`config.mk`:
```
export PLATFORM = sky130hd
export DESIGN_NAME = agm_front
export DESIGN_NICKNAME = d
export VERILOG_FILES = /design/src/sv/agm_pkg.sv /design/src/sv/agm_front.sv
export SDC_FILE = /design/constraint.sdc
export NUM_CORES = 1
export LEC_CHECK = 0
export BUFFER_PORTS_ARGS = -buffer_cell sky130_fd_sc_hd__buf_2
export CAP_MARGIN = 15
export CORE_ASPECT_RATIO = 0.9
export CORE_MARGIN = 5
export CORE_UTILIZATION = 46
export CTS_CLUSTER_SIZE = 28
export DETAILED_ROUTE_END_ITERATION = 7
export GPL_ROUTABILITY_DRIVEN = 0
export MAX_ROUTING_LAYER = met4
export PLACE_DENSITY = 0.85
export SLEW_MARGIN = 0
export SYNTH_ARGS = -nofsm -noshare
export SYNTH_HDL_FRONTEND = slang
export SYNTH_SLANG_ARGS = --single-unit
```
`constraint.sdc`:
```
create_clock -name i_clk -period 3.68 [get_ports i_clk]
set_input_delay 0.368 -clock i_clk [delete_from_list [all_inputs] [get_ports i_clk]]
set_output_delay 0.368 -clock i_clk [all_outputs]
set_load 0.005 [all_outputs]
```
`src/sv/agm_pkg.sv`:
```
// ----------------------------------------------------------------------------
// agm_pkg
// Shared request types, path codes and the command passed from the front
// end to the back end of the gap merge block.
// ----------------------------------------------------------------------------
package agm_pkg;

    localparam int GAP_W = 13;

    localparam logic KIND_PATH = 1'b0;
    localparam logic KIND_GAP  = 1'b1;

    typedef enum logic [1:0] {
        PATH_MATCH = 2'd0,
        PATH_GAP_A = 2'd1,
        PATH_GAP_B = 2'd2,
        PATH_END   = 2'd3
    } t_path_code;

    typedef struct packed {
        logic             kind;
        logic [1:0]       path_code;
        logic             side;
        logic [GAP_W-1:0] old_gap;
        logic             first_item;
        logic             last_entry;
    } t_in_req;

    typedef struct packed {
        logic [GAP_W-1:0] new_gap;
        logic             overflow;
        logic             is_last;
    } t_out_req;

    typedef struct packed {
        logic             is_gap;
        logic             clear;
        logic [1:0]       code;
        logic             side;
        logic             last;
        logic             win_ovf;
        logic             empty;
        logic [GAP_W-1:0] gap;
    } t_cmd;

endpackage

```
`src/sv/agm_front.sv`:
```
// ----------------------------------------------------------------------------
// agm_front
// Classifies accepted requests, drops path steps after a path end and
// tracks the running window to produce read ranges for gap entries.
// ----------------------------------------------------------------------------
module agm_front #(
    parameter int MAX_LEN = 4096
) (
    input  logic                              i_clk,
    input  logic                              i_rst_n,
    input  logic                              i_take,
    input  agm_pkg::t_in_req                  i_req,
    output logic                              o_push,
    output agm_pkg::t_cmd                     o_cmd,
    output logic [$clog2(MAX_LEN+1)-1:0]      o_start,
    output logic [$clog2(MAX_LEN+1)-1:0]      o_stop
);
    import agm_pkg::*;

    localparam int IDX_W = $clog2(MAX_LEN + 1);
    localparam int WS_W  = $clog2(MAX_LEN + 2);
    localparam int E_W   = ((WS_W > GAP_W) ? WS_W : GAP_W) + 1;
    localparam logic [E_W-1:0] MAX_E = E_W'(MAX_LEN);
    localparam logic [E_W-1:0] LIM_E = E_W'(MAX_LEN + 1);

    logic            r_ended;
    logic            n_ended;
    logic [WS_W-1:0] r_ws;
    logic [WS_W-1:0] n_ws;
    logic [WS_W-1:0] ws_eff;
    logic [E_W-1:0]  end_e;
    logic [E_W-1:0]  next_e;
    logic            is_gap;
    logic            ended_eff;
    logic            win_ovf;

    assign is_gap    = (i_req.kind == KIND_GAP);
    assign ws_eff    = i_req.first_item ? '0 : r_ws;
    assign end_e     = E_W'(ws_eff) + E_W'(i_req.old_gap);
    assign next_e    = end_e + E_W'(1);
    assign win_ovf   = (end_e > MAX_E);
    assign ended_eff = i_req.first_item ? 1'b0 : r_ended;

    always_comb begin
        o_cmd.is_gap  = is_gap;
        o_cmd.clear   = i_req.first_item;
        o_cmd.code    = i_req.path_code;
        o_cmd.side    = i_req.side;
        o_cmd.last    = i_req.last_entry;
        o_cmd.win_ovf = win_ovf;
        o_cmd.empty   = (E_W'(ws_eff) > MAX_E);
        o_cmd.gap     = i_req.old_gap;
        o_start       = ws_eff[IDX_W-1:0];
        o_stop        = win_ovf ? IDX_W'(MAX_LEN) : end_e[IDX_W-1:0];
        o_push        = i_take & (is_gap | i_req.first_item | ~r_ended);

        n_ended = r_ended;
        n_ws    = r_ws;
        if (i_take) begin
            if (is_gap) begin
                if (i_req.last_entry) begin
                    n_ws = '0;
                end else if (next_e > LIM_E) begin
                    n_ws = LIM_E[WS_W-1:0];
                end else begin
                    n_ws = next_e[WS_W-1:0];
                end
            end else begin
                n_ended = ended_eff | (i_req.path_code == PATH_END);
            end
        end
    end

    always_ff @(posedge i_clk) begin
        if (!i_rst_n) begin
            r_ended <= 1'b0;
            r_ws    <= '0;
        end else begin
            r_ended <= n_ended;
            r_ws    <= n_ws;
        end
    end

endmodule

```
==> reports/metrics.yaml <==
status: "finished, final reports clean"
avgSynthCellArea_um2: 7.76
tritoncts: "yes"
cp-start-kind: "flop"
path_cells: "nor2b_1, ha_2, fa_2, a21o_1, a21oi_2, xor2_2, or4_4, or4_4, nand3b_1, xnor2_2, buf_4, o211ai_1, a22o_1"
crit_family: "simple AND/OR/NAND/NOR gates"
syn_area_um2: 1940
p_switching_w: 0.000175
grt_max_degree: 14
grt_pass1_wl_mm: 8.77
rr_startpoint: "r_ws[0]"
antenna_found_initial: 0
postLayoutCoreUtil_pct: 64.3
dpl.hpwl_mm: 4.68
setup_viol: 0
cap_violations: 0
hold_viol: 0
io_pins: 70
critPathMaxStageDelay_ps: 530
ff2ff_path_depth: 13
syn_nets: 289
share_seq_of_total_power_pct: 31.1
clock_skew_ps: 2.81
synth_seq_cells: 14
use_met2_pct: 34.1
area_delta_synth_final_pct: 34.9
switching_share_pct: 34.5
seq_area_um2: 282
synth_seq_area_share_pct: 14.4
ant_nets: 0
yosysWarnings: 0
async_flop_share_pct: 0
tns_ps: 0
hold_slack_ps: 356
ys.flop_type: "dfxtp_1"
critical_path_depth: 13
grt_pass1_vias: 1980
gr-usage-all-layers_pct: 19.8
diodes: 0
cts_sinks: 14
die_h_um: 71.6
htree_levels: 1
cp_slowest_cell: "or4_4"
met1_usage_pct: 24.0
path_common_cell: "or4_4"
synthCells: 250
clkPwrFrac_pct: 24.6
critPathMaxFanout: 4
fp.coreArea_um2: 4070
synth_edf_count: 0
min_period_over_period_pct: 97.2
hold_path_class: "in -> reg"
p_leak_nw: 1.26
vias: 2092
powerDensity_nw_per_um2: 193
tightest_slew_ps: 451
crit_required_ps: 3820
start_util_pct: 47.6
use_met3_pct: 2.76
multi_input_area_um2: 1580
rsz0062_at_grt: "yes"
finalInstanceArea_um2: 2620
hold_depth: 2
worstSkewPairLatency_ps: 250
drive_above_1_share_pct: 47.6
final-max-slew-violation-count: 0
fin_nets: 373
clk_pin_slew_worst_paths_ps: 50
placed_area_um2: 2440
slew_headroom_pct: 69.6
grt_overflow: 0
peakVddDrop_uv: 120
dieArea_um2: 5620
synth_common_cells: "29 x nand2_1, 23 x nor2_1, 21 x buf_4"
routed_via_density: 5.51
yosysMostFrequentCell: "nand2_1"
numPortBuffers: 67
drtPass1Iterations: 4
synth_top_area_share_pct: 14.4
route.detailed.drc: 0
hold_start: "i_rst_n"
first_iter_violations: 206
power_w: 0.000506
final.min_clock_period_ps: 3580
yosys.cell_types.count: 58
drt_wl_total_mm: 5.74
row_count: 22
cts_max_path_buffers: 2
critPathCaptureType: "flop"
intPower_w: 0.000331
ys_top_cells_by_area: "dfxtp_1 14%, ha_1 10%, buf_4 8.1%"
arrival_ps: 3710
globalRoute.busiestLayer: "met2"
ctsRootBufferMaster: "clkbuf_8"
cp_num_buf_inv: 1
fmax_mhz: 279
final.fill_count: 329
crit_start: "r_ws[0]"
combPwrFrac_pct: 44.2
yosysTopAreaCell: "dfxtp_1"
path_class: "reg -> reg"
die_w_um: 78.5
wl_per_cell_um: 15.1
numCtsBuffers: 3
==> power by group through the flow <==
stage | Sequential (W) | Combinational, W | Clock (W)
4_1_cts | 0.000157 | 0.000210 | 0.000126
6_report | 0.000158 | 0.000224 | 0.000125
3_5_place_dp | 0.000161 | 0.000206 | 0
3_3_place_gp | 0.000160 | 0.000202 | 0
5_1_grt | 0.000158 | 0.000244 | 0.000133
2_1_floorplan | 0.000160 | 0.000135 | 0
==> sequential cells by signal, indices dropped and copies added (netlist names) <==
register  flops
r_ended       1
r_ws         13
==> cell usage in the layout (no fill, tap or decap), drive strengths merged, types with 2 or more instances in the layout <==
cell type / count
a21o: 3
a211oi: 2
or2: 2
a2111oi: 2
xnor2: 13
buf: 106
and3: 3
inv: 7
a21oi: 10
nand2: 29
nand4: 3
o21ai: 20
a311o: 2
ha: 16
nand2b: 2
nor3: 3
o31a: 3
nor4: 5
dfxtp: 14
nand3: 5
o211ai: 3
nor2b: 16
a21boi: 2
xor2: 9
nor3b: 2
nor2: 23
a22o: 3
a221o: 2
or4: 3
clkbuf: 3
==> cell families after synthesis <==
group,Yosys count,share of synthesized area [%]
XOR/XNOR,22,10.7
buffers and inverters,34,11.1
adder cells (fa/ha/maj),17,11.3
AO/OA/AOI/OAI,61,25.0
flip-flops,14,14.4
multiplexers,1,0.516
AND/OR/NAND/NOR,101,26.9
==> layout make-up <==
| type | count | area share (%) |
|---|---|---|
| clock buffers | 3 | 1.58 |
| repair buffers | 106 | 24.1 |
| flip-flops and latches | 14 | 10.8 |
| inverters | 7 | 1.00 |
| multi-input cells | 202 | 60.2 |
| well taps | 48 | 2.29 |
==> per-stage QoR <==
step / std cells / setup slack (ps)
finish: 380 / 102
global route: 380 / -28.5
CTS: 376 / 3.31
detailed placement: 372 / -72.1
global placement: 372 / 0.467
floorplan: 250 / 21.5
==> worst paths after layout <==
path / end / slack, ps
hold reg to reg: r_ws[8] / 450
setup reg to reg: r_ws[0] / 100
hold / removal: r_ended / 360
setup / recovery: r_ws[0] / 100
==> layer usage <==
layer  wire [um]  vias up
li1            -     1037
met1        2410      966
met2        2870       75
met3         341       14
met4         112        0
met5           0        -
==> worst register-to-register path: cells and delay by family, from the launching register on <==
family / cells / cell delay [ps]
xor gates and xnor gates: 2 / 350
AOI/OAI and AO/OA: 4 / 770
buffers and inverters: 1 / 140
and+or+nand+nor: 4 / 1360
adders and majority gates: 2 / 540
DFF: 1 / 320
==> timing repair <==
action | CTS | global route
endpoints found under the setup margin | 8 | 24
gates resized for setup | 4 | 22
hold buffers | 0 | 0
setup buffers | 1 | 4
pin swaps | 1 | 8
(Power assumes the default switching activity.)
