--- src/sv/agm_queue.sv ---
// ----------------------------------------------------------------------------
// agm_queue
// Two-entry command queue between the front end and the back end.
// ----------------------------------------------------------------------------
module agm_queue #(
    parameter int W = 32
) (
    input  logic         i_clk,
    input  logic         i_rst_n,
    input  logic         i_push,
    input  logic [W-1:0] i_data,
    input  logic         i_pop,
    output logic [W-1:0] o_data,
    output logic         o_full,
    output logic         o_nonempty
);
    localparam int DEPTH = 2;
    localparam int PTR_W = $clog2(DEPTH);
    localparam int CNT_W = $clog2(DEPTH + 1);

    logic [W-1:0]     r_mem [DEPTH];
    logic [PTR_W-1:0] r_wp;
    logic [PTR_W-1:0] r_rp;
    logic [CNT_W-1:0] r_cnt;

    assign o_data     = r_mem[r_rp];
    assign o_full     = (r_cnt == CNT_W'(DEPTH));
    assign o_nonempty = (r_cnt != '0);

    always_ff @(posedge i_clk) begin
        if (!i_rst_n) begin
            r_wp  <= '0;
            r_rp  <= '0;
            r_cnt <= '0;
        end else begin
            if (i_push) begin
                r_wp <= (r_wp == PTR_W'(DEPTH - 1)) ? '0 : r_wp + PTR_W'(1);
            end
            if (i_pop) begin
                r_rp <= (r_rp == PTR_W'(DEPTH - 1)) ? '0 : r_rp + PTR_W'(1);
            end
            if (i_push && !i_pop) begin
                r_cnt <= r_cnt + CNT_W'(1);
            end else if (i_pop && !i_push) begin
                r_cnt <= r_cnt - CNT_W'(1);
            end
        end
        if (i_push) begin
            r_mem[r_wp] <= i_data;
        end
    end

endmodule

--- config.mk ---
export PLATFORM = sky130hd
export DESIGN_NAME = agm_queue
export DESIGN_NICKNAME = d
export VERILOG_FILES = /design/src/sv/agm_queue.sv
export SDC_FILE = /design/constraint.sdc
export NUM_CORES = 1
export LEC_CHECK = 0
export ABC_AREA = 1
export BUFFER_PORTS_ARGS = -buffer_cell sky130_fd_sc_hd__buf_2
export CAP_MARGIN = 25
export CORE_MARGIN = 5
export CORE_UTILIZATION = 25
export CTS_CLUSTER_SIZE = 40
export DETAILED_ROUTE_END_ITERATION = 7
export HOLD_SLACK_MARGIN = 0.12
export PLACE_DENSITY = 0.55
export SYNTH_ARGS = -nofsm -noshare
export SYNTH_HDL_FRONTEND = slang
export SYNTH_SLANG_ARGS = --single-unit
--- constraint.sdc ---
create_clock -name i_clk -period 3.9 [get_ports i_clk]
set_input_delay 0.195 -clock i_clk [delete_from_list [all_inputs] [get_ports i_clk]]
set_output_delay 0.195 -clock i_clk [all_outputs]
set_load 0.03 [all_outputs]
==> out/results.tsv, run 1 <==
stage	metric	value	unit
clock_network	cts_root_buf	clkbuf_8	
route	drcViolationCount	0	
clock_network	ctsResizeCount	0	
critical_path	r2r-end	r_mem[1][8]$_DFFE_PP_	
yosys	synth_top_family_by_area	multiplexers	
finish	mostFrequentLayoutCells	69 x buf_2, 64 x edfxtp_1, 35 x dlygate4sd3_1	
timing	relSlewSlack	33.5	%
critical_path	rr_worst_depth	3	
route	vias	1498	
route	wirelength	4860	µm
yosys	mappedNetlistArea	2690	µm²
timing	worstMarginPinSlew	0.995	ns
timing	drv_slew	0	
place	place_congestion	0.630	
yosys	synth_top_cell_area_share	71.3	%
floorplanning	die_w	114	µm
critical_path	worstSetupStartpointType	flip-flop	
floorplanning	num_io_pins	70	
route	wire_per_inst	12.4	µm
critical_path	worst_ep_required_time	3.70	ns
finish	final_nets	285	
yosys	ys_ff_latch	69	
global_routing	grt_use_met2	14.2	%
route	drt-pass1-iter-count	4	
hold_path	worstHoldPathType	input port to flip-flop	
yosys	synth_compound_area_share	0.372	%
timing	final_hold_viol_count	0	
floorplanning	dieArea	13000	µm²
critical_path	criticalPathCategory	flip-flop to output pin	
yosys	synthSimpleGateAreaFrac	2.79	%
timing	fin_ws	1.90	ns
yosys	netlist_top_cells_area	edfxtp_1 71%, mux2_4 17%, dfxtp_1 3.7%	
power	p_clk_share	28.8	%
global_routing	groute.layer.met1.usage	8.75	%
timing	finalCritPeriodShare	51.3	%
clock_network	clock_path_buffers	2	
yosys	synth_xor_area_share	0	%
power	cellLeakagePower	1.48	nW
clock_network	cts.sinks	69	
finish	multiInputGateArea	578	µm²
clock_network	cts_buffers	9	
hold_path	whs_path_depth	3	
timing	max_clock_freq	500	MHz
power	p_switching	0.388	mW
power	p_seq_share	55.5	%
yosys	synthMuxAreaShare	17.6	%
finish	layout-drive-gt1-share	46.2	%
timing	clock_skew	0.00348	ns
global_routing	antenna_found_initial	0	
global_routing	grt_pass1_vias	1649	
yosys	yosys.cell_types.count	14	
global_routing	grt-ovfl-total	0	
place	port_buffers	69	
global_routing	grt_max_degree	33	
global_routing	use_met3	2.86	%
timing	setup-tns-final	0	ns
route	avgViaCountPerCell	3.83	
yosys	synth.avg_cell_area	20.0	µm²
route	first_iter_violations	45	
yosys	syn_nets	172	
hold_path	holdPathEnd	r_cnt[0]$_SDFFE_PN0P_	
critical_path	regToRegStartpoint	r_wp$_SDFFE_PN0P_	
run_status	outcome	finished clean	
timing	setup_viol	0	
timing	rsz0062_at_grt	no	
finish	syn_to_final_growth	36.4	%
floorplanning	die_h	114	µm
yosys	synth_area_leader_cell	edfxtp_1	
power	power.density	428	nW/µm²
power	internal-power	1.18	mW
floorplanning	start_util	25.2	%
global_routing	globalRouteTotalUtil	8.21	%
clock_network	post_cts_buffers	0	
clock_network	clkLatencyLatePin	0.32	ns
job	cap_viol_max_count	0	
global_routing	grt_pass1_wl	8030	µm
yosys	yosysWarnings	0	
hold_path	hp-start	i_push	
finish	fillCellCount	1057	
finish	seq_area	2020	µm²
yosys	syn_inst	135	
clock_network	htree_levels	3	
clock_network	tritoncts	done	
route	final_antenna_net_count	0	
critical_path	rrSetupSlack	2.19	ns
yosys	synth_fa_ha_area_share	0.464	%
clock_network	clkTransAtPathRegs	0.06	ns
finish	antennaDiodeCount	0	
critical_path	cp.arrival	1.81	ns
yosys	synth_seq_area_share	75.1	%
power	p_sw_share	24.7	%
place	hpwl	3220	µm
critical_path	path_max_fanout	17	
floorplanning	core_area	10700	µm²
finish	final_common_cell	buf_2	
critical_path	cp-end-kind	output pin	
power	ir_drop	0.151	mV
global_routing	top_usage_layer	met2	
place	pre_cts_ws	2.12	ns
power	pwr-share-comb	15.8	%
timing	period_needed	2.00	ns
floorplanning	rows	38	
==> through the flow <==
stage | utilization (%) | instances | power (mW) | hold slack (ns) | instance area, µm²
after floorplan | - | 135 | 1.05 | 0.294 | 2690
after global placement | 29.5 | 341 | 1.11 | 0.385 | 3160
after detailed placement | 29.7 | 342 | 1.11 | 0.387 | 3180
after CTS | 34.4 | 391 | 1.61 | 0.240 | 3670
after global routing | 34.4 | 391 | 1.66 | 0.280 | 3670
final | 34.4 | 391 | 1.57 | 0.266 | 3670
==> registers in the layout (all words and copies together), names as in the netlist, named ones only <==
register and flops:
r_rp 1, r_mem 64, r_wp 1, r_cnt 2
==> critical path, stage by stage (launching register included) <==
cell and delay, ns:
dfxtp_2 0.69, buf_12 0.26, mux2_2 0.35, buf_2 0.18
==> what timing repair did <==
item                                    4_1_cts  5_1_grt
endpoints found under the hold margin        67        0
endpoints found under the setup margin        0        0
hold buffers                                 35        0
==> kinds of logic (layout without fill, tap and decap cells) <==
logic type | Yosys count | in the layout
buf+inv | 12 | 128
simple gates | 19 | 19
fa+ha+maj | 1 | 1
flops | 69 | 69
compound gates | 2 | 2
mux | 32 | 32
==> worst max path at each step <==
stage                      startpoint                     end  slack, ns  cells after the start
CTS                         flip-flop              o_data[11]       1.80                      3
global placement            flip-flop              o_data[11]       2.01                      2
detailed placement  r_wp$_SDFFE_PN0P_  r_mem[1][11]$_DFFE_PP_       2.12                      3
floorplan           r_wp$_SDFFE_PN0P_   r_mem[0][0]$_DFFE_PP_       1.80                      1
finish                      flip-flop              o_data[11]       1.90                      3
global route                flip-flop              o_data[11]       1.77                      3
==> synthesized netlist by cell type <==
master    number
edfxtp_1      64
nor2_1         8
dfxtp_1        5
buf_12         3
o21ai_0        1
mux2_2         2
ha_1           1
buf_6          1
nand4_1        1
a21oi_1        1
mux2_4        30
nand3_1        1
nand2_1        9
inv_1          8
==> final cells by class <==
type | count | area share (%)
sequential | 69 | 55.1
timing repair buffer | 106 | 19.7
multi-input combinational | 54 | 15.7
tap | 140 | 4.77
clock buffer | 10 | 3.47
inverter | 8 | 0.817
clock inverter | 4 | 0.477
==> metal layers <==
metal	vias to the layer above	wire [µm]	part of all wire, %
li1	723	-	-
met1	724	1930	40
met2	42	2520	52
met3	9	308	6.3
met4	0	106	2.2
met5	-	0	0
==> power by group through the flow <==
stage	clock, mW	combinational, mW	sequential, mW
finish	0.452	0.248	0.872
global route	0.520	0.267	0.876
CTS	0.484	0.253	0.873
detailed placement	0	0.225	0.889
global placement	0	0.214	0.894
floorplan	0	0.171	0.879
No activity file was read; power rests on OpenSTA's default activity.
==> run 2: changes to the inputs <==
--- a/config.mk
+++ b/config.mk
@@ -5,7 +5,7 @@
 export SDC_FILE = /design/constraint.sdc
 export NUM_CORES = 1
 export LEC_CHECK = 0
-export ABC_AREA = 1
+export ABC_AREA = 0
 export BUFFER_PORTS_ARGS = -buffer_cell sky130_fd_sc_hd__buf_2
 export CAP_MARGIN = 25
 export CORE_MARGIN = 5
==> constraint.sdc (replaced) <==
create_clock -name i_clk -period 2 [get_ports i_clk]
set_input_delay 0.1 -clock i_clk [delete_from_list [all_inputs] [get_ports i_clk]]
set_output_delay 0.1 -clock i_clk [all_outputs]
set_load 0.03 [all_outputs]
==> run 2 against run 1 <==
Effect of this change:
- register-to-register slack worse by 1.5 ns
- hold slack worse by 0.12 ns
- combinational power up 100%
- synthesized area down 6.0%
- largest cell class unchanged
- synthesized cell count down 9.6%
- cell area down 1.7%
- die area down 5.5%
- wire length down 3.7%
- clock power up 140%
- critical path depth unchanged
==> out/results.tsv, run 2 <==
stage	metric	value	unit
run_status	outcome	finished clean	
yosys	synth_common_cells	64 x edfxtp_1, 30 x mux2_2, 5 x dfxtp_1	
yosys	synth_top_cell_area_share	75.9	%
clock_network	clkTransAtPathRegs	0.07	ns
critical_path	cp_num_buf_inv	2	
yosys	synthArstFlopShare	0	%
yosys	synth_top_family_by_area	multiplexers	
critical_path	cpPeakStageDelay	0.37	ns
timing	rsz0062_at_grt	no	
floorplanning	dieArea	12200	µm²
clock_network	htree_levels	3	
critical_path	crit_chain	buf_4 -> mux2_2 -> buf_2	
floorplanning	core_area	9820	µm²
power	cellLeakagePower	1.37	nW
yosys	synthSimpleGateAreaFrac	2.32	%
clock_network	clock_path_buffers	2	
yosys	synthFlopType	edfxtp_1	
timing	setup_viol	0	
finish	top_regs	r_mem: 64 flops, r_cnt: 2 flops	
power	ir_drop	0.392	mV
power	internal-power	2.45	mW
clock_network	cts_root_buf	clkbuf_8	
floorplanning	start_util	25.8	%
power	p_seq_share	51.5	%
critical_path	cp.arrival	1.47	ns
floorplanning	rows	36	
finish	largest_register_ffs	64	
timing	finalCritPeriodShare	78.6	%
clock_network	ctsResizeCount	0	
hold_path	worstHoldPathType	input port to flip-flop	
place	hpwl	3170	µm
floorplanning	num_io_pins	70	
yosys	synthMuxAreaShare	14.2	%
critical_path	cp_top_family	buffers and inverters	
power	pwr-share-comb	15.5	%
timing	max_clock_freq	636	MHz
global_routing	grt_pass1_vias	1580	
power	p_sw_share	25.1	%
finish	antennaDiodeCount	0	
floorplanning	die_w	111	µm
place	dp.cells	326	
clock_network	clkLatencyLatePin	0.34	ns
clock_network	tritoncts	done	
route	final_antenna_net_count	0	
global_routing	grt_pass1_wl	7690	µm
place	port_buffers	69	
power	p_clk_share	33.0	%
yosys	yosysWarnings	0	
route	wire_per_inst	12.4	µm
global_routing	grt-ovfl-total	0	
yosys	synth_area_leader_cell	edfxtp_1	
yosys	synth.avg_cell_area	20.7	µm²
route	drt-pass1-iter-count	4	
critical_path	criticalPathCategory	flip-flop to output pin	
critical_path	worst_ep_required_time	1.90	ns
finish	fin_cells	377	
yosys	yosysMostFrequentCell	edfxtp_1	
finish	mostFrequentLayoutCells	69 x buf_2, 64 x edfxtp_1, 35 x dlygate4sd3_1	
critical_path	path_max_fanout	18	
yosys	synth_seq_area_share	79.9	%
timing	period_needed	1.57	ns
floorplanning	die_h	111	µm
yosys	ys_ff_latch	69	
yosys	mappedNetlistArea	2530	µm²
finish	layout-drive-gt1-share	51.2	%
timing	final_hold_viol_count	0	
global_routing	grt_max_degree	19	
yosys	synth_xor_area_share	1.04	%
timing	clock_skew	0.00602	ns
critical_path	cp-end-kind	output pin	
critical_path	slowest_stage	mux2_2	
timing	worstMarginPinSlew	0.252	ns
timing	relSlewSlack	83.2	%
place	pre_cts_ws	0.762	ns
route	avgViaCountPerCell	3.86	
place	place_congestion	0.604	
global_routing	globalRouteTotalUtil	8.17	%
yosys	netlist_top_cells_area	edfxtp_1 76%, mux2_2 13%, dfxtp_1 4.0%	
yosys	synth_compound_area_share	0.791	%
global_routing	antenna_found_initial	0	
power	power.density	905	nW/µm²
critical_path	worstSetupStartpointType	flip-flop	
finish	regMostFlops	r_mem	
yosys	synth_edf_count	64	
power	p_switching	0.822	mW
clock_network	cts.sinks	69	
timing	fin_ws	0.428	ns
yosys	yosys.cell_types.count	18	
route	vias	1456	
finish	final_nets	276	
yosys	synth_fa_ha_area_share	0.494	%
finish	final_common_cell	buf_2	
yosys	syn_nets	159	
timing	setup-tns-final	0	ns
yosys	syn_inst	122	
timing	drv_slew	0	
finish	syn_to_final_growth	42.7	%
route	wirelength	4680	µm
route	first_iter_violations	31	
job	cap_viol_max_count	0	
route	drcViolationCount	0	
clock_network	post_cts_buffers	0	
clock_network	cts_buffers	9	
-- run 2: metal layers --
metal	vias to the layer above	routed length [µm]	global-route usage (%)
met5	-	0	0
met4	0	96	4.43
met3	10	295	3.72
met2	44	2460	14.2
met1	697	1830	8.10
li1	705	-	-
-- run 2: kinds of logic (layout without fill, tap and decap cells) --
| kind of cell | Yosys count | in the layout |
|---|---|---|
| AOI/OAI and AO/OA | 3 | 3 |
| xor gates and xnor gates | 3 | 3 |
| adders and majority gates | 1 | 1 |
| buffers and inverters | 5 | 127 |
| DFF | 69 | 69 |
| muxes | 32 | 32 |
| and+or+nand+nor | 9 | 9 |
-- run 2: power by group through the flow --
stage | combinational, mW | clock [mW] | sequential, mW
6_report | 0.508 | 1.08 | 1.68
5_1_grt | 0.547 | 1.21 | 1.69
4_1_cts | 0.521 | 1.13 | 1.68
3_5_place_dp | 0.465 | 0 | 1.72
3_3_place_gp | 0.461 | 0 | 1.71
2_1_floorplan | 0.319 | 0 | 1.71
-- run 2: path summary, 6_finish.rpt --
check	cells after the start	end	slack, ns	start
min reg2reg	2	r_cnt[1]$_SDFFE_PN0P_	0.49	r_cnt[1]$_SDFFE_PN0P_
max reg2reg	3	r_rp$_SDFFE_PN0P_	0.74	r_rp$_SDFFE_PN0P_
min	3	r_wp$_SDFFE_PN0P_	0.15	i_push
max	3	o_data[20]	0.43	flip-flop
-- run 2: worst register-to-register path: stages, from the launching register on --
cell and delay [ns]:
dfxtp_1 0.31, xor2_1 0.16, and2_1 0.15, dlygate4sd3_1 0.54
-- run 2: timing repair --
action,4_1_cts,5_1_grt
hold buffers,35,0
endpoints found under the hold margin,69,0
setup endpoints to repair,0,0
-- run 2: metrics by stage --
stage               instance area [µm²]  utilization [%]  hold WS, ns  total power [mW]
finish                             3610             36.8        0.150              3.27
floorplan                          2530                -        0.199              2.03
CTS                                3610             36.8        0.139              3.34
detailed placement                 3070             31.3        0.292              2.18
global route                       3610             36.8        0.158              3.44
global placement                   3070             31.3        0.288              2.17
-- run 2: final cells by class --
class,count,area [µm²]
Fill cell,965,6210
Sequential cell,69,2020
Timing Repair Buffer,110,741
Multi-Input combinational cell,48,487
Tap cell,133,166
Clock buffer,9,124
Clock inverter,7,66.3
Inverter,1,3.75
==> run 3: changes to the inputs <==
--- a/config.mk
+++ b/config.mk
@@ -13,7 +13,7 @@
 export CTS_CLUSTER_SIZE = 40
 export DETAILED_ROUTE_END_ITERATION = 7
 export HOLD_SLACK_MARGIN = 0.12
-export PLACE_DENSITY = 0.55
+export PLACE_DENSITY = 0.57
 export SYNTH_ARGS = -nofsm -noshare
 export SYNTH_HDL_FRONTEND = slang
 export SYNTH_SLANG_ARGS = --single-unit
==> constraint.sdc (replaced) <==
create_clock -name i_clk -period 1.4 [get_ports i_clk]
set_input_delay 0.07 -clock i_clk [delete_from_list [all_inputs] [get_ports i_clk]]
set_output_delay 0.07 -clock i_clk [all_outputs]
set_load 0.03 [all_outputs]
==> run 3 against run 2 <==
Effect of this change:
- critical path type unchanged
- worst setup slack worse by 0.50 ns
- clock power up 39%
- critical path depth unchanged
- register-to-register slack worse by 0.63 ns
- the flow now finishes with violations (setup timing)
- first-iteration DRC count up 48%
- global-route usage up 0.95 points
- highest routed layer unchanged
==> out/results.tsv, run 3 (synthesized netlist as in run 2, its figures left out) <==
stage	metric	value	unit
run_status	outcome	complete, but fails checks	
run_status	violations	setup timing	
floorplanning	start_util	25.8	%
critical_path	cp-end-kind	output pin	
route	wire_per_inst	14.5	µm
floorplanning	dieArea	12200	µm²
route	first_iter_violations	46	
clock_network	clkTransAtPathRegs	0.07	ns
route	vias	1482	
timing	worstMarginPinSlew	0.210	ns
timing	clock_skew	0.00565	ns
finish	fin_area	3990	µm²
clock_network	cts.sinks	69	
finish	final_common_cell	edfxtp_1	
timing	relSlewSlack	86.0	%
route	final_antenna_net_count	0	
power	pwr-share-comb	20.0	%
clock_network	tritoncts	done	
route	drcViolationCount	0	
power	fin_total_pwr	4.90	mW
power	p_switching	1.22	mW
global_routing	use_met3	3.06	%
finish	final_nets	275	
global_routing	groute.layer.met1.usage	10.1	%
route	avgViaCountPerCell	3.94	
finish	top_regs	r_mem: 64 flops, r_cnt: 2 flops	
critical_path	path_max_fanout	16	
floorplanning	core_area	9820	µm²
floorplanning	die_w	111	µm
finish	regMostFlops	r_mem	
timing	final_hold_viol_count	0	
timing	drv_slew	0	
clock_network	clock_path_buffers	2	
timing	max_clock_freq	678	MHz
floorplanning	num_io_pins	70	
route	wirelength	5440	µm
route	drt-pass1-iter-count	3	
global_routing	antenna_found_initial	0	
place	port_buffers	69	
power	p_seq_share	49.3	%
finish	antennaDiodeCount	0	
critical_path	worstSetupStartpointType	flip-flop	
finish	largest_register_ffs	64	
critical_path	rrSetupSlack	0.11	ns
critical_path	r2r-end	r_wp$_SDFFE_PN0P_	
clock_network	cts_root_buf	clkbuf_8	
clock_network	clkLatencyLatePin	0.33	ns
global_routing	globalRouteTotalUtil	9.12	%
critical_path	regToRegStartpoint	r_wp$_SDFFE_PN0P_	
place	place_congestion	0.652	
clock_network	htree_levels	3	
place	hpwl	2990	µm
power	cellLeakagePower	1.58	nW
finish	syn_to_final_growth	57.7	%
critical_path	rr_worst_depth	3	
critical_path	slowest_stage	dfxtp_4	
finish	layout-drive-gt1-share	51.0	%
power	internal-power	3.69	mW
critical_path	crit_end	o_data[20]	
timing	period_needed	1.47	ns
floorplanning	rows	36	
timing	setup_viol	32	
critical_path	criticalPathCategory	flip-flop to output pin	
global_routing	grt_pass1_wl	8590	µm
finish	fillCellCount	930	
power	p_clk_share	30.7	%
timing	rsz0062_at_grt	yes	
critical_path	worst_ep_required_time	1.33	ns
timing	fin_ws	-0.0745	ns
hold_path	worstHoldPathType	input port to flip-flop	
global_routing	grt-ovfl-total	0	
critical_path	crit_chain	buf_16 -> mux2_4 -> buf_6	
timing	finalCritPeriodShare	105	%
critical_path	cp.arrival	1.40	ns
timing	hold_slack	0.235	ns
place	placed_area	3090	µm²
place	pre_cts_ws	0.218	ns
critical_path	cpPeakStageDelay	0.41	ns
job	cap_viol_max_count	0	
global_routing	grt_use_met2	15.5	%
floorplanning	die_h	111	µm
global_routing	top_usage_layer	met2	
clock_network	post_cts_buffers	0	
global_routing	grt_pass1_vias	1702	
finish	mostFrequentLayoutCells	64 x edfxtp_1, 37 x buf_2, 35 x dlygate4sd3_1	
global_routing	grt_max_degree	33	
power	ir_drop	0.415	mV
power	power.density	1230	nW/µm²
power	p_sw_share	24.8	%
clock_network	cts_buffers	9	
[run 3: cell types whose count changed in the layout (fill, tap and decap cells not counted), sizes merged]
cell      previous run  this run
clkinv               3         6
clkinvlp             3         0
buf                 75        73
clkbuf               9        10
[run 3: final cells by class]
class	count	area, µm²	area share, %
flip-flops and latches	69	2030	50.8
inverters	1	3.75	0.0940
repair buffers	109	1010	25.3
well taps	133	166	4.17
multi-input cells	48	607	15.2
clock inverters	7	56.3	1.41
clock buffers	9	124	3.10
[run 3: routing by layer]
layer | vias to the layer above | part of all wire [%]
li1 | 705 | -
met1 | 719 | 42
met2 | 47 | 51
met3 | 11 | 5.0
met4 | 0 | 2.0
met5 | - | 0
[run 3: power groups by stage]
| stage | Combinational, mW | Sequential, mW | Clock [mW] |
|---|---|---|---|
| 3_5_place_dp | 0.677 | 2.45 | 0 |
| 5_1_grt | 1.04 | 2.43 | 1.67 |
| 3_3_place_gp | 0.671 | 2.45 | 0 |
| 2_1_floorplan | 0.457 | 2.44 | 0 |
| 6_report | 0.982 | 2.42 | 1.50 |
| 4_1_cts | 0.938 | 2.42 | 1.57 |
[run 3: timing repair]
action	4_1_cts	5_1_grt
cloned	1	1
gates resized for setup	78	20
hold buffers	35	0
hold endpoints to repair	69	0
setup endpoints to repair	32	32
[run 3: worst max-delay path: cells and delay by family (launching register included)]
family / cells / cell delay (ns)
buf+inv: 2 / 0.33
flops: 1 / 0.41
mux: 1 / 0.32
[run 3: metrics by stage]
| stage | utilization (%) | setup TNS (ns) | std cells |
|---|---|---|---|
| final | 40.6 | -1.79 | 376 |
| after global routing | 40.6 | -3.66 | 376 |
| after CTS | 39.6 | -3.48 | 375 |
| after detailed placement | 31.4 | 0 | 323 |
| after global placement | 31.4 | 0 | 323 |
| after floorplan | - | 0 | 122 |
[run 3: worst min-delay path by stage]
stage | startpoint | end | slack [ns] | depth (start not counted)
floorplan | i_data[0] | r_mem[0][0]$_DFFE_PP_ | 0.17 | 0
global placement | i_data[27] | r_mem[1][27]$_DFFE_PP_ | 0.26 | 1
detailed placement | i_data[16] | r_mem[1][16]$_DFFE_PP_ | 0.26 | 1
CTS | i_push | r_cnt[1]$_SDFFE_PN0P_ | 0.22 | 4
global route | i_push | r_cnt[1]$_SDFFE_PN0P_ | 0.25 | 4
finish | i_push | r_cnt[1]$_SDFFE_PN0P_ | 0.24 | 4
